### src/rtl/core/smp_pkg.sv
`default_nettype none
package smp_pkg;

  typedef enum logic [1:0] {
    PH_WHO   = 2'd0,
    PH_OPST  = 2'd1,
    PH_PERMS = 2'd2,
    PH_COPY  = 2'd3
  } phase_t;

  typedef enum logic [1:0] {
    OP_ADD = 2'd0,
    OP_SUB = 2'd1,
    OP_SET = 2'd2
  } op_t;

  typedef struct packed {
    phase_t      phase;
    logic [11:0] running_mode;
    logic [11:0] class_mask;
    op_t         pending_op;
    logic [11:0] pending_operand;
    logic [11:0] octal_value;
    logic        octal_overflow;
    logic        all_octal;
    logic        symbolic_error;
    logic        target_is_dir;
  } smp_state_t;

  localparam logic [11:0] MASK_USER   = 12'o4700;
  localparam logic [11:0] MASK_GROUP  = 12'o2070;
  localparam logic [11:0] MASK_OTHER  = 12'o0007;
  localparam logic [11:0] MASK_ALL    = 12'o6777;
  localparam logic [11:0] MASK_NOWHO  = 12'o1000;
  localparam logic [11:0] BITS_READ   = 12'o0444;
  localparam logic [11:0] BITS_WRITE  = 12'o0222;
  localparam logic [11:0] BITS_EXEC   = 12'o0111;
  localparam logic [11:0] BITS_SETID  = 12'o6000;
  localparam logic [11:0] UMASK_RESET = 12'o0022;

  localparam logic [7:0] CH_U     = 8'h75;
  localparam logic [7:0] CH_G     = 8'h67;
  localparam logic [7:0] CH_O     = 8'h6f;
  localparam logic [7:0] CH_A     = 8'h61;
  localparam logic [7:0] CH_PLUS  = 8'h2b;
  localparam logic [7:0] CH_MINUS = 8'h2d;
  localparam logic [7:0] CH_EQ    = 8'h3d;
  localparam logic [7:0] CH_COMMA = 8'h2c;
  localparam logic [7:0] CH_R     = 8'h72;
  localparam logic [7:0] CH_W     = 8'h77;
  localparam logic [7:0] CH_X     = 8'h78;
  localparam logic [7:0] CH_XCAP  = 8'h58;
  localparam logic [7:0] CH_S     = 8'h73;
  localparam logic [7:0] CH_T     = 8'h74;
  localparam logic [7:0] CH_ZERO  = 8'h30;
  localparam logic [7:0] CH_SEVEN = 8'h37;

  localparam smp_state_t STATE_RESET = '{
    phase:           PH_WHO,
    running_mode:    12'o0000,
    class_mask:      MASK_NOWHO,
    pending_op:      OP_ADD,
    pending_operand: 12'o0000,
    octal_value:     12'o0000,
    octal_overflow:  1'b0,
    all_octal:       1'b1,
    symbolic_error:  1'b0,
    target_is_dir:   1'b0
  };

  function automatic logic [11:0] apply_op(input logic [11:0] mode, input op_t op,
                                           input logic [11:0] operand,
                                           input logic [11:0] mask);
    logic [11:0] sel;
    logic [11:0] res;
    sel = operand & mask;
    case (op)
      OP_ADD:  res = mode | sel;
      OP_SUB:  res = mode & ~sel;
      OP_SET:  res = (mode & ~mask) | sel;
      default: res = mode;
    endcase
    return res;
  endfunction

endpackage
`default_nettype wire

### src/rtl/core/smp_step.sv
`default_nettype none
module smp_step import smp_pkg::*; (
  input  smp_state_t  state_cur,
  input  logic [7:0]  ch,
  input  logic        first,
  input  logic [11:0] start_mode,
  input  logic        is_directory,
  input  logic [11:0] umask_bits,
  output smp_state_t  state_next,
  output logic [11:0] final_mode,
  output logic        invalid
);

  smp_state_t  s0;
  smp_state_t  s;
  logic        is_op;
  op_t         op_val;
  logic        is_perm;
  logic [11:0] perm_bits;
  logic [2:0]  triple;
  logic [11:0] copy_opd;
  logic        do_end;

  always_comb begin
    // first character restarts the parse from the loaded mode
    s0 = state_cur;
    if (first) begin
      s0 = STATE_RESET;
      s0.running_mode = start_mode;
      s0.target_is_dir = is_directory;
    end

    is_op = 1'b1;
    case (ch)
      CH_PLUS:  op_val = OP_ADD;
      CH_MINUS: op_val = OP_SUB;
      CH_EQ:    op_val = OP_SET;
      default: begin
        op_val = OP_ADD;
        is_op = 1'b0;
      end
    endcase

    is_perm = 1'b1;
    case (ch)
      CH_R:    perm_bits = BITS_READ;
      CH_W:    perm_bits = BITS_WRITE;
      CH_X:    perm_bits = BITS_EXEC;
      CH_XCAP: perm_bits = (s0.target_is_dir || |(s0.running_mode & BITS_EXEC)) ?
                           BITS_EXEC : 12'o0000;
      CH_S:    perm_bits = BITS_SETID;
      CH_T:    perm_bits = 12'o0000;
      default: begin
        perm_bits = 12'o0000;
        is_perm = 1'b0;
      end
    endcase

    case (ch)
      CH_U:    triple = s0.running_mode[8:6];
      CH_G:    triple = s0.running_mode[5:3];
      default: triple = s0.running_mode[2:0];
    endcase
    copy_opd = {3'b000, triple, triple, triple};
    if ((ch == CH_U && s0.running_mode[11]) || (ch == CH_G && s0.running_mode[10])) begin
      copy_opd = copy_opd | BITS_SETID;
    end

    s = s0;
    if (ch >= CH_ZERO && ch <= CH_SEVEN) begin
      if (s0.octal_value[11:9] != 3'b000) begin
        s.octal_overflow = 1'b1;
      end
      s.octal_value = {s0.octal_value[8:0], ch[2:0]};
    end else begin
      s.all_octal = 1'b0;
    end

    do_end = 1'b0;
    if (!s0.symbolic_error) begin
      case (s0.phase)
        PH_WHO: begin
          if (ch == CH_U) begin
            s.class_mask = s0.class_mask | MASK_USER;
          end else if (ch == CH_G) begin
            s.class_mask = s0.class_mask | MASK_GROUP;
          end else if (ch == CH_O) begin
            s.class_mask = s0.class_mask | MASK_OTHER;
          end else if (ch == CH_A) begin
            s.class_mask = s0.class_mask | MASK_ALL;
          end else if (!is_op) begin
            s.symbolic_error = 1'b1;
          end else begin
            // no class named: everything the umask lets through
            if (s0.class_mask[8:0] == 9'd0) begin
              s.class_mask = s0.class_mask | (MASK_ALL & ~umask_bits);
            end
            s.pending_op = op_val;
            s.pending_operand = 12'o0000;
            s.phase = PH_OPST;
          end
        end
        PH_OPST, PH_PERMS: begin
          if (s0.phase == PH_OPST && (ch == CH_U || ch == CH_G || ch == CH_O)) begin
            s.pending_operand = copy_opd;
            s.class_mask = s0.class_mask & ~MASK_NOWHO;
            s.phase = PH_COPY;
          end else if (is_perm) begin
            s.pending_operand = s0.pending_operand | perm_bits;
            s.phase = PH_PERMS;
          end else begin
            do_end = 1'b1;
          end
        end
        PH_COPY: do_end = 1'b1;
        default: s.symbolic_error = 1'b1;
      endcase
    end

    if (do_end) begin
      s.running_mode = apply_op(s0.running_mode, s0.pending_op, s0.pending_operand,
                                s0.class_mask);
      if (is_op) begin
        s.pending_op = op_val;
        s.pending_operand = 12'o0000;
        s.phase = PH_OPST;
      end else if (ch == CH_COMMA) begin
        s.phase = PH_WHO;
        s.class_mask = MASK_NOWHO;
      end else begin
        s.symbolic_error = 1'b1;
      end
    end

    state_next = s;

    if (s.all_octal) begin
      final_mode = s.octal_overflow ? 12'o0000 : s.octal_value;
      invalid = s.octal_overflow;
    end else if (s.symbolic_error || s.phase == PH_WHO) begin
      final_mode = 12'o0000;
      invalid = 1'b1;
    end else begin
      // open operation is shown, not committed
      final_mode = apply_op(s.running_mode, s.pending_op, s.pending_operand, s.class_mask);
      invalid = 1'b0;
    end
  end

endmodule
`default_nettype wire

### src/rtl/core/symbolic_mode_parser.sv
`default_nettype none
// Symbolic / octal file-mode specification parser.
// s_* channel: one character per transaction. s_tdata holds ch, start_mode and
//   is_directory; s_tuser marks the first character (parser restarts and takes
//   start_mode / is_directory); s_tlast marks the final character.
// m_* channel: one transaction per final character with the resulting mode in
//   m_tdata and the invalid flag in m_tuser (the mode is zero when invalid).
// cfg_*: writes umask_bits; always ready. Write only while the block is idle.
// Throughput: one character per cycle while no final character waits on a stalled
//   receiver. Each character is held in the input register until the parser state
//   register takes its next state; for a final character the result register and
//   m_tvalid load at that same edge.
// When the receiver stalls, the result holds in the output register and
//   characters without tlast keep flowing; a final character waits in the
//   input register until the output register frees, and s_tready drops then.
// Reset restores the parser state (zero running mode), clears the valid flags of both
//   registers and sets umask_bits to 022 octal. No result is pending after reset.
module symbolic_mode_parser import smp_pkg::*; (
  input  wire logic        clk,
  input  wire logic        rst,
  input  wire logic        s_tvalid,
  output      logic        s_tready,
  input  wire logic [23:0] s_tdata,  // ch[7:0], start_mode[19:8], is_directory[20], zero pad
  input  wire logic [0:0]  s_tuser,  // first[0]
  input  wire logic        s_tlast,
  output      logic        m_tvalid,
  input  wire logic        m_tready,
  output      logic [15:0] m_tdata,  // final_mode[11:0], zero pad
  output      logic [0:0]  m_tuser,  // invalid[0]
  input  wire logic        cfg_valid,
  output      logic        cfg_ready,
  input  wire logic [11:0] cfg_data
);

  logic        in_valid;
  logic [7:0]  in_ch;
  logic        in_first;
  logic        in_last;
  logic [11:0] in_mode;
  logic        in_dir;
  logic [11:0] umask_bits;
  smp_state_t  state;
  smp_state_t  state_next;
  logic [11:0] res_mode;
  logic        res_invalid;
  logic [11:0] out_mode;
  logic        out_invalid;
  logic        advance;

  assign advance   = in_valid && (!in_last || !m_tvalid || m_tready);
  assign s_tready  = !in_valid || advance;
  assign cfg_ready = 1'b1;
  assign m_tdata   = {4'd0, out_mode};
  assign m_tuser   = out_invalid;

  smp_step u_step (
    .state_cur    (state),
    .ch           (in_ch),
    .first        (in_first),
    .start_mode   (in_mode),
    .is_directory (in_dir),
    .umask_bits   (umask_bits),
    .state_next   (state_next),
    .final_mode   (res_mode),
    .invalid      (res_invalid)
  );

  always_ff @(posedge clk) begin
    if (rst) begin
      in_valid   <= 1'b0;
      m_tvalid   <= 1'b0;
      state      <= STATE_RESET;
      umask_bits <= UMASK_RESET;
    end else begin
      if (cfg_valid) begin
        umask_bits <= cfg_data;
      end
      if (s_tvalid && s_tready) begin
        in_valid <= 1'b1;
      end else if (advance) begin
        in_valid <= 1'b0;
      end
      if (advance) begin
        state <= state_next;
      end
      if (advance && in_last) begin
        m_tvalid <= 1'b1;
      end else if (m_tready) begin
        m_tvalid <= 1'b0;
      end
    end
  end

  always_ff @(posedge clk) begin
    if (s_tvalid && s_tready) begin
      in_ch    <= s_tdata[7:0];
      in_mode  <= s_tdata[19:8];
      in_dir   <= s_tdata[20];
      in_first <= s_tuser[0];
      in_last  <= s_tlast;
    end
    if (advance && in_last) begin
      out_mode    <= res_mode;
      out_invalid <= res_invalid;
    end
  end

endmodule
`default_nettype wire

### config.mk
export PLATFORM = sky130hd
export DESIGN_NAME = symbolic_mode_parser
export DESIGN_NICKNAME = d
export VERILOG_FILES = /design/src/rtl/core/smp_pkg.sv /design/src/rtl/core/smp_step.sv /design/src/rtl/core/symbolic_mode_parser.sv
export SDC_FILE = /design/constraint.sdc
export NUM_CORES = 1
export LEC_CHECK = 0
export BUFFER_PORTS_ARGS = -buffer_cell sky130_fd_sc_hd__buf_2
export CORE_ASPECT_RATIO = 0.8
export CORE_UTILIZATION = 55
export CTS_BUF_LIST = sky130_fd_sc_hd__clkbuf_8
export DETAILED_ROUTE_END_ITERATION = 6
export HOLD_SLACK_MARGIN = 0.02
export PLACE_DENSITY = 0.75
export SLEW_MARGIN = 20
export SYNTH_ARGS = -nofsm -noshare
export SYNTH_HDL_FRONTEND = slang
export SYNTH_SLANG_ARGS = --single-unit
### constraint.sdc
create_clock -name clk -period 3.7 [get_ports clk]
set_input_delay 0.925 -clock clk [delete_from_list [all_inputs] [get_ports clk]]
set_output_delay 0.925 -clock clk [all_outputs]
set_load 0.1 [all_outputs]
==> flow_summary.rst, run 1 <==
.. list-table::
   :header-rows: 1

   * - Metric
     - Value
   * - Worst setup slack after layout
     - approximately 0.17 ns
   * - Required time of the worst setup path
     - a little under 4 ns
   * - Worst-path fanout max
     - 8
   * - # rows
     - 33
   * - Fraction of power consumed by the clock network
     - between 30% and 40%
   * - I/O pins
     - 63
   * - Hold buffer count at CTS
     - 0
   * - CORE AREA
     - ~10000 um^2
   * - Run status
     - complete, no violations
   * - Final net count
     - roughly 820
   * - Post-synthesis instance area
     - just over 6000 um^2
   * - Sum of overflow across all layers after global routing
     - 0
   * - Worst Clk Skew
     - 0.0132 ns
   * - Final setup viols
     - 0
   * - Transition time of the tightest slew-check pin
     - 0.863 ns
   * - Switching fraction of total power
     - between 30% and 40%
   * - Largest net degree at the start of global routing
     - slightly below 60
   * - Share of cells above drive strength 1
     - about 14%
   * - Arrival time reported for the critical path endpoint
     - 3.76 ns
   * - Die W
     - roughly 120 um
   * - Destination of the worst register-to-register timing path
     - out_mode[1]$_DFFE_PP_
   * - Final standard cell area without fillers
     - 6670 um^2
   * - Logic depth of the worst register-to-register path
     - 12
   * - Cells after synthesis
     - ~730
   * - Die Y-Extent
     - between 90 and 100 um
   * - Switching Power
     - around 690 uW
   * - Full die area
     - ~11000 um^2
   * - Synth Warn #
     - 0
   * - Static leakage
     - around 0.0026 uW
   * - Internal power summed over all cells
     - 1590 uW
   * - Startpoint of the most critical hold path
     - state[44]$_SDFFE_PP0P_
   * - Number of flops mapped to enable cells by yosys
     - 36
   * - Sequential share of the synthesized area
     - 40.6%
   * - Number of hold violations in the final report
     - 0
   * - Inserted Clock Buffers
     - 9
   * - Initial DRT Pass Iterations
     - 5
   * - Element type at the critical path end
     - flop
   * - Number of antenna-violating nets in the routed design
     - 0
   * - Avg Vias per Cell
     - 6.60
   * - Vias in the first global route
     - between 5000 and 6000
   * - Most frequent cell after synthesis
     - sky130_fd_sc_hd__nor2_1
   * - Worst hold path stage count
     - 2
   * - Synth Register Bits
     - around 110
   * - Number of port buffers
     - 53
   * - Combinational share of power
     - approximately 14%
   * - HPWL after detailed placement
     - roughly 15 mm
   * - Distinct cells, synth
     - a little under 80
   * - Global-route total usage across every layer
     - about a third
   * - Critical Path Start Type
     - flop
   * - TritonCTS clock tree
     - done
   * - Reg clk slew, reported paths
     - roughly 0.11 ns
   * - H-tree levels
     - 3
   * - Initial Utilization
     - 57.8%
   * - Worst flop-to-flop path startpoint
     - in_first$_DFFE_PP_
   * - Unrepaired setup endpoints after global routing
     - false
   * - Worst max-slew margin expressed relative to the limit
     - between 40 and 50%
   * - Peak Freq
     - 283 MHz
   * - Synth async-reset ratio
     - 0%
   * - Type of the tightest min-delay check
     - reg2reg
   * - Wire length of the first global-routing pass
     - 29.8 mm
   * - Cell type contributing the most total cell area after synthesis
     - sky130_fd_sc_hd__dfxtp_1
   * - R2R Setup Slk
     - about 0.17 ns
   * - Final weighted congestion in routability-driven placement
     - slightly below 1
   * - Fin Setup TNS
     - 0 ns
   * - Worst setup timing slack at the placement stage
     - a little over 0.3 ns
   * - Crit path time final
     - about 3.5 ns
   * - Via count
     - 6080
   * - Ratio of final minimum period to clock period
     - 95.5%
   * - DRC violation count after routing
     - 0
   * - Antenna violations before repair
     - 0
   * - Final Util
     - roughly 64%
   * - Maximum capacitance violations
     - 0
   * - Synth cell count leaders
     - sky130_fd_sc_hd__nor2_1 (105), sky130_fd_sc_hd__a21oi_1 (73), sky130_fd_sc_hd__nand2_1 (71)
   * - Critical path class
     - reg2reg
   * - Worst VDD drop
     - 0.252 mV
   * - Sink Count
     - roughly 110
   * - Antenna fix cells
     - 0
   * - Longest Clk Path Bufs
     - 2
   * - Proportion of netlist area held by the largest area contributor
     - a little under a quarter
   * - Sequential share of power
     - 55.3%
   * - Clock insertion delay at the later pin of the skew report
     - roughly 0.39 ns
   * - Dpl cell area
     - ~6500 um^2
   * - WHS Endpoint
     - state[44]$_SDFFE_PP0P_
   * - Largest cells by area after synthesis
     - sky130_fd_sc_hd__dfxtp_1 (23%), sky130_fd_sc_hd__edfxtp_1 (18%), sky130_fd_sc_hd__nor2_1 (6.5%)
   * - Area added between synthesis and finish
     - 9.98%
   * - Final max-slew violation count
     - 0
   * - Top flip-flop cell by instance count after synthesis
     - sky130_fd_sc_hd__dfxtp_1
   * - Syn avg cell area
     - 8.26 um^2
   * - Average wire per standard cell
     - 21.3 um
   * - DRC marker count from the first detailed-route iteration
     - approximately 750
   * - Library cell used as clock root buffer
     - sky130_fd_sc_hd__clkbuf_8
   * - Cell area power density
     - around 340 nW/um^2
   * - Total Wirelength
     - between 15 and 20 mm
==> power groups by stage <==
stage	sequential (uW)	combinational (uW)	clock, uW
floorplan	1290	206	0
global placement	1280	307	0
detailed placement	1280	315	0
CTS	1260	316	702
global route	1260	344	748
finish	1260	324	693
==> area by class of cell <==
class / count / area (um^2)
fill: 950 / 3820
multi-input combinational: 559 / 3300
sequential: 105 / 2460
timing repair buffer: 80 / 468
tap: 140 / 175
clock buffer: 9 / 124
inverter: 21 / 78.8
clock inverter: 7 / 61.3
==> placed cells by master, fill, tap and decap left out, types with 11 or more instances in the layout <==
master                     Yosys  layout
sky130_fd_sc_hd__nor2_1      105     104
sky130_fd_sc_hd__a21oi_1      73      73
sky130_fd_sc_hd__nand2_1      71      71
sky130_fd_sc_hd__dfxtp_1      69      69
sky130_fd_sc_hd__buf_2         5      53
sky130_fd_sc_hd__edfxtp_1     36      36
sky130_fd_sc_hd__o21ai_0      30      29
sky130_fd_sc_hd__buf_4         7      27
sky130_fd_sc_hd__inv_1        20      21
sky130_fd_sc_hd__mux2i_1      18      18
sky130_fd_sc_hd__nor3_1       16      16
sky130_fd_sc_hd__a211o_1      14      14
sky130_fd_sc_hd__nor2b_1      13      13
sky130_fd_sc_hd__a22oi_1      13      13
sky130_fd_sc_hd__o21a_1       12      12
sky130_fd_sc_hd__nand3_1      11      11
==> worst max path at each step <==
stage                       start  cells past startpoint  slack, ns               endpoint
4_1_cts        in_first$_DFFE_PP_                     13       0.25  out_mode[5]$_DFFE_PP_
3_3_place_gp   in_ch[4]$_DFFE_PP_                      9       0.31  out_mode[8]$_DFFE_PP_
2_1_floorplan  in_first$_DFFE_PP_                     14       0.47  out_mode[2]$_DFFE_PP_
3_5_place_dp   in_first$_DFFE_PP_                     13       0.31  out_mode[5]$_DFFE_PP_
5_1_grt        in_first$_DFFE_PP_                     14      0.003  out_mode[6]$_DFFE_PP_
6_report       in_first$_DFFE_PP_                     12       0.17  out_mode[1]$_DFFE_PP_
==> sequential cells by signal, indices dropped and copies added, names as in the netlist <==
register,cells
in_mode,12
m_tvalid,1
state,56
out_mode,12
in_first,1
in_last,1
in_ch,8
in_valid,1
m_tuser,1
in_dir,1
umask_bits,11
==> through the flow <==
| step | total power, uW | instances | hold WS, ns |
|---|---|---|---|
| after CTS | 2280 | 921 | 0.469 |
| after floorplan | 1500 | 737 | 0.432 |
| after detailed placement | 1600 | 905 | 0.454 |
| after global placement | 1590 | 905 | 0.443 |
| after global routing | 2360 | 921 | 0.500 |
| final | 2280 | 921 | 0.466 |
==> critical path, cell delays in order (launching register included) <==
cell                       delay (ns)
sky130_fd_sc_hd__edfxtp_1        0.37
sky130_fd_sc_hd__clkinv_1        0.20
sky130_fd_sc_hd__nand2_1         0.21
sky130_fd_sc_hd__inv_1           0.08
sky130_fd_sc_hd__ha_1            0.26
sky130_fd_sc_hd__or2_2           0.34
sky130_fd_sc_hd__nor3_1          0.43
sky130_fd_sc_hd__nor2_1          0.28
sky130_fd_sc_hd__a211oi_1        0.54
sky130_fd_sc_hd__nor2_1          0.12
sky130_fd_sc_hd__a221oi_1        0.32
sky130_fd_sc_hd__a22oi_1         0.10
sky130_fd_sc_hd__o21ai_1         0.13
==> routing by layer <==
metal | wire length [um] | up-vias | global-route usage [%]
met2 | 8400 | 407 | 53.8
met1 | 8340 | 2862 | 47.5
met4 | 532 | 0 | 12.7
met3 | 2370 | 49 | 9.95
met5 | 0 | - | 0
li1 | - | 2762 | -
==> cells by family (layout without fill, tap and decap cells) <==
logic type	Yosys count	in the layout	share of synthesized area, %
buffers and inverters	73	117	5.30
and+or+nand+nor	293	293	23.7
DFF	105	105	40.6
AOI/OAI and AO/OA	233	233	25.5
xor gates and xnor gates	2	2	0.289
muxes	22	22	3.71
adders and majority gates	4	4	0.825
other	2	5	0.124
==> what timing repair did <==
item	in CTS	in global routing
buffers inserted	0	0
resized for setup	0	1
endpoints found under the setup margin	0	3
No activity file was read; power rests on OpenSTA's default activity.
==> inputs of run 2 (changes only) <==
--- a/config.mk
+++ b/config.mk
@@ -5,13 +5,13 @@
 export SDC_FILE = /design/constraint.sdc
 export NUM_CORES = 1
 export LEC_CHECK = 0
-export BUFFER_PORTS_ARGS = -buffer_cell sky130_fd_sc_hd__buf_2
 export CORE_ASPECT_RATIO = 0.8
 export CORE_UTILIZATION = 55
 export CTS_BUF_LIST = sky130_fd_sc_hd__clkbuf_8
 export DETAILED_ROUTE_END_ITERATION = 6
+export DONT_BUFFER_PORTS = 1
 export HOLD_SLACK_MARGIN = 0.02
-export PLACE_DENSITY = 0.75
+export PLACE_DENSITY = 0.7
 export SLEW_MARGIN = 20
 export SYNTH_ARGS = -nofsm -noshare
 export SYNTH_HDL_FRONTEND = slang
==> run 2 against run 1 <==
Via count is 3.6% lower. Critical path depth down 3. Combinational power decreased by 14%. First-iteration DRC count increased by 8.8%. Non-clock buffer count decreased by 47. Clock power is 11% higher. Die area unchanged. Sequential share of layout area up 0.89 points. Final cell count fell by 5.1%. Design area decreased by 2.3%. Clock skew rose by 0.0052 ns. Register-to-register slack lost 0.03 ns. Critical path type unchanged.
==> flow_summary.rst, run 2 (same netlist as run 1, synthesis figures left out) <==
.. list-table::
   :header-rows: 1

   * - Metric
     - Value
   * - Die W
     - 119 um
   * - Element type at the critical path end
     - flop
   * - Worst VDD drop
     - between 0.2 and 0.3 mV
   * - HPWL after detailed placement
     - between 10 and 15 mm
   * - DRC marker count from the first detailed-route iteration
     - about 800
   * - Initial DRT Pass Iterations
     - 6
   * - Worst-path fanout max
     - 12
   * - Number of antenna-violating nets in the routed design
     - 0
   * - CP startpoint
     - in_ch[3]$_DFFE_PP_
   * - Antenna fix cells
     - 0
   * - Wire length of the first global-routing pass
     - between 20 and 30 mm
   * - Cell area power density
     - between 300 and 400 nW/um^2
   * - Fin Setup TNS
     - 0 ns
   * - # rows
     - 33
   * - Arrival time reported for the critical path endpoint
     - 3.71 ns
   * - Antenna violations before repair
     - 0
   * - Die Y-Extent
     - approximately 96 um
   * - Final hold slack
     - about 0.46 ns
   * - Number of port buffers
     - 0
   * - Worst max-slew margin expressed relative to the limit
     - 39.1%
   * - Static leakage
     - 0.00241 uW
   * - Global-route total usage across every layer
     - between 30% and 40%
   * - Final setup viols
     - 0
   * - Avg Vias per Cell
     - around 6.7
   * - Maximum capacitance violations
     - 0
   * - Share of cells above drive strength 1
     - around a tenth
   * - DRC violation count after routing
     - 0
   * - Ratio of final minimum period to clock period
     - 96.3%
   * - Library cell used as clock root buffer
     - sky130_fd_sc_hd__clkbuf_8
   * - Dpl cell area
     - roughly 6300 um^2
   * - Via count
     - 5859
   * - Final net count
     - 776
   * - Transition time of the tightest slew-check pin
     - between 0.9 and 1 ns
   * - Peak Freq
     - approximately 280 MHz
   * - Inserted Clock Buffers
     - 9
   * - Run status
     - complete, no violations
   * - Most frequent standard cell in the layout excluding fill and tap cells
     - sky130_fd_sc_hd__nor2_1
   * - Number of flip-flops in the largest register
     - 56
   * - Worst flop-to-flop path startpoint
     - in_ch[3]$_DFFE_PP_
   * - Area added between synthesis and finish
     - 7.41%
   * - Biggest register
     - state
   * - Full die area
     - approximately 11000 um^2
   * - Type of the tightest min-delay check
     - reg2reg
   * - Final standard cell area without fillers
     - about 6500 um^2
   * - Number of hold violations in the final report
     - 0
   * - Leading registers by flop count
     - state: 56 flops, in_mode: 12 flops, out_mode: 12 flops
   * - Largest net degree at the start of global routing
     - 70
   * - Average wire per standard cell
     - about 22 um
   * - Worst Clk Skew
     - approximately 0.018 ns
   * - Hold buffer count at CTS
     - 0
   * - Startpoint of the most critical hold path
     - state[44]$_SDFFE_PP0P_
   * - Clock insertion delay at the later pin of the skew report
     - approximately 0.38 ns
   * - Critical path class
     - reg2reg
   * - Final max-slew violation count
     - 0
   * - I/O pins
     - 63
   * - H-tree levels
     - 3
   * - Initial Utilization
     - 57.8%
   * - Sum of overflow across all layers after global routing
     - 0
   * - CORE AREA
     - approximately 10000 um^2
   * - Sink Count
     - 105
   * - Vias in the first global route
     - between 5000 and 6000
   * - Reg clk slew, reported paths
     - about 0.12 ns
   * - Final weighted congestion in routability-driven placement
     - ~1
   * - Longest Clk Path Bufs
     - 2
   * - Total Wirelength
     - ~19 mm
   * - TritonCTS clock tree
     - done
   * - Required time of the worst setup path
     - about 3.8 ns
   * - Critical Path Start Type
     - flop
   * - FILL cells
     - 912
   * - Crit path time final
     - around 3.6 ns
   * - Most frequent cells in the layout
     - sky130_fd_sc_hd__nor2_1 (105), sky130_fd_sc_hd__a21oi_1 (73), sky130_fd_sc_hd__nand2_1 (70)
-- run 2: cell types whose count changed in the layout (fill, tap and decap cells not counted), sizes merged --
cell	previous run	this run
buf	80	33
inv	25	24
clkinv	3	2
clkinvlp	0	1
bufinv	0	1
-- run 2: area by class of cell --
cell class | instances | area [um^2] | share of cell area [%]
Clock buffer | 9 | 124 | 1.90
Clock inverter | 7 | 87.6 | 1.34
Inverter | 21 | 82.6 | 1.27
Multi-Input combinational cell | 559 | 3320 | 51.0
Sequential cell | 105 | 2460 | 37.8
Tap cell | 140 | 175 | 2.69
Timing Repair Buffer | 33 | 264 | 4.05
-- run 2: final timing paths --
path	to	slack, ns	cells past startpoint
setup / recovery	out_mode[7]$_DFFE_PP_	0.14	9
hold / removal	state[44]$_SDFFE_PP0P_	0.46	2
setup reg to reg	out_mode[7]$_DFFE_PP_	0.14	9
hold reg to reg	state[44]$_SDFFE_PP0P_	0.46	2
-- run 2: power by group --
part	switching [uW]	internal [uW]
Combinational	190	89.5
Clock	438	329
Sequential	49.1	1230
Total	678	1650
-- run 2: routing by layer --
metal / wire length [um] / share of wire [%] / GRT usage (%)
met1: 8380 / 43 / 48.0
met2: 8120 / 42 / 51.8
met3: 2350 / 12 / 9.83
met4: 648 / 3.3 / 13.3
met5: 0 / 0 / 0
-- run 2: metrics by stage --
step	util (%)	worst slack [ns]	total power, uW	cells
finish	62.1	0.138	2330	874
CTS	61.9	0.156	2330	874
global route	62.1	-0.00200	2390	874
global placement	59.9	0.251	1560	858
floorplan	-	0.468	1500	737
detailed placement	59.9	0.159	1570	858
-- run 2: timing repair --
| item | 4_1_cts | 5_1_grt |
|---|---|---|
| endpoints found under the setup margin | 0 | 12 |
| buffers inserted | 0 | 0 |
| hold endpoints to repair | 0 | 0 |
| resized for setup | 0 | 5 |
-- run 2: critical path: stages, from the launching register on --
cell	delay [ns]
sky130_fd_sc_hd__edfxtp_1	0.60
sky130_fd_sc_hd__or3b_1	0.45
sky130_fd_sc_hd__a211o_1	0.52
sky130_fd_sc_hd__a21oi_1	0.41
sky130_fd_sc_hd__a21o_1	0.17
sky130_fd_sc_hd__o21ai_0	0.13
sky130_fd_sc_hd__o21a_1	0.28
sky130_fd_sc_hd__o21ai_2	0.35
sky130_fd_sc_hd__nor4_1	0.12
sky130_fd_sc_hd__a211o_1	0.29
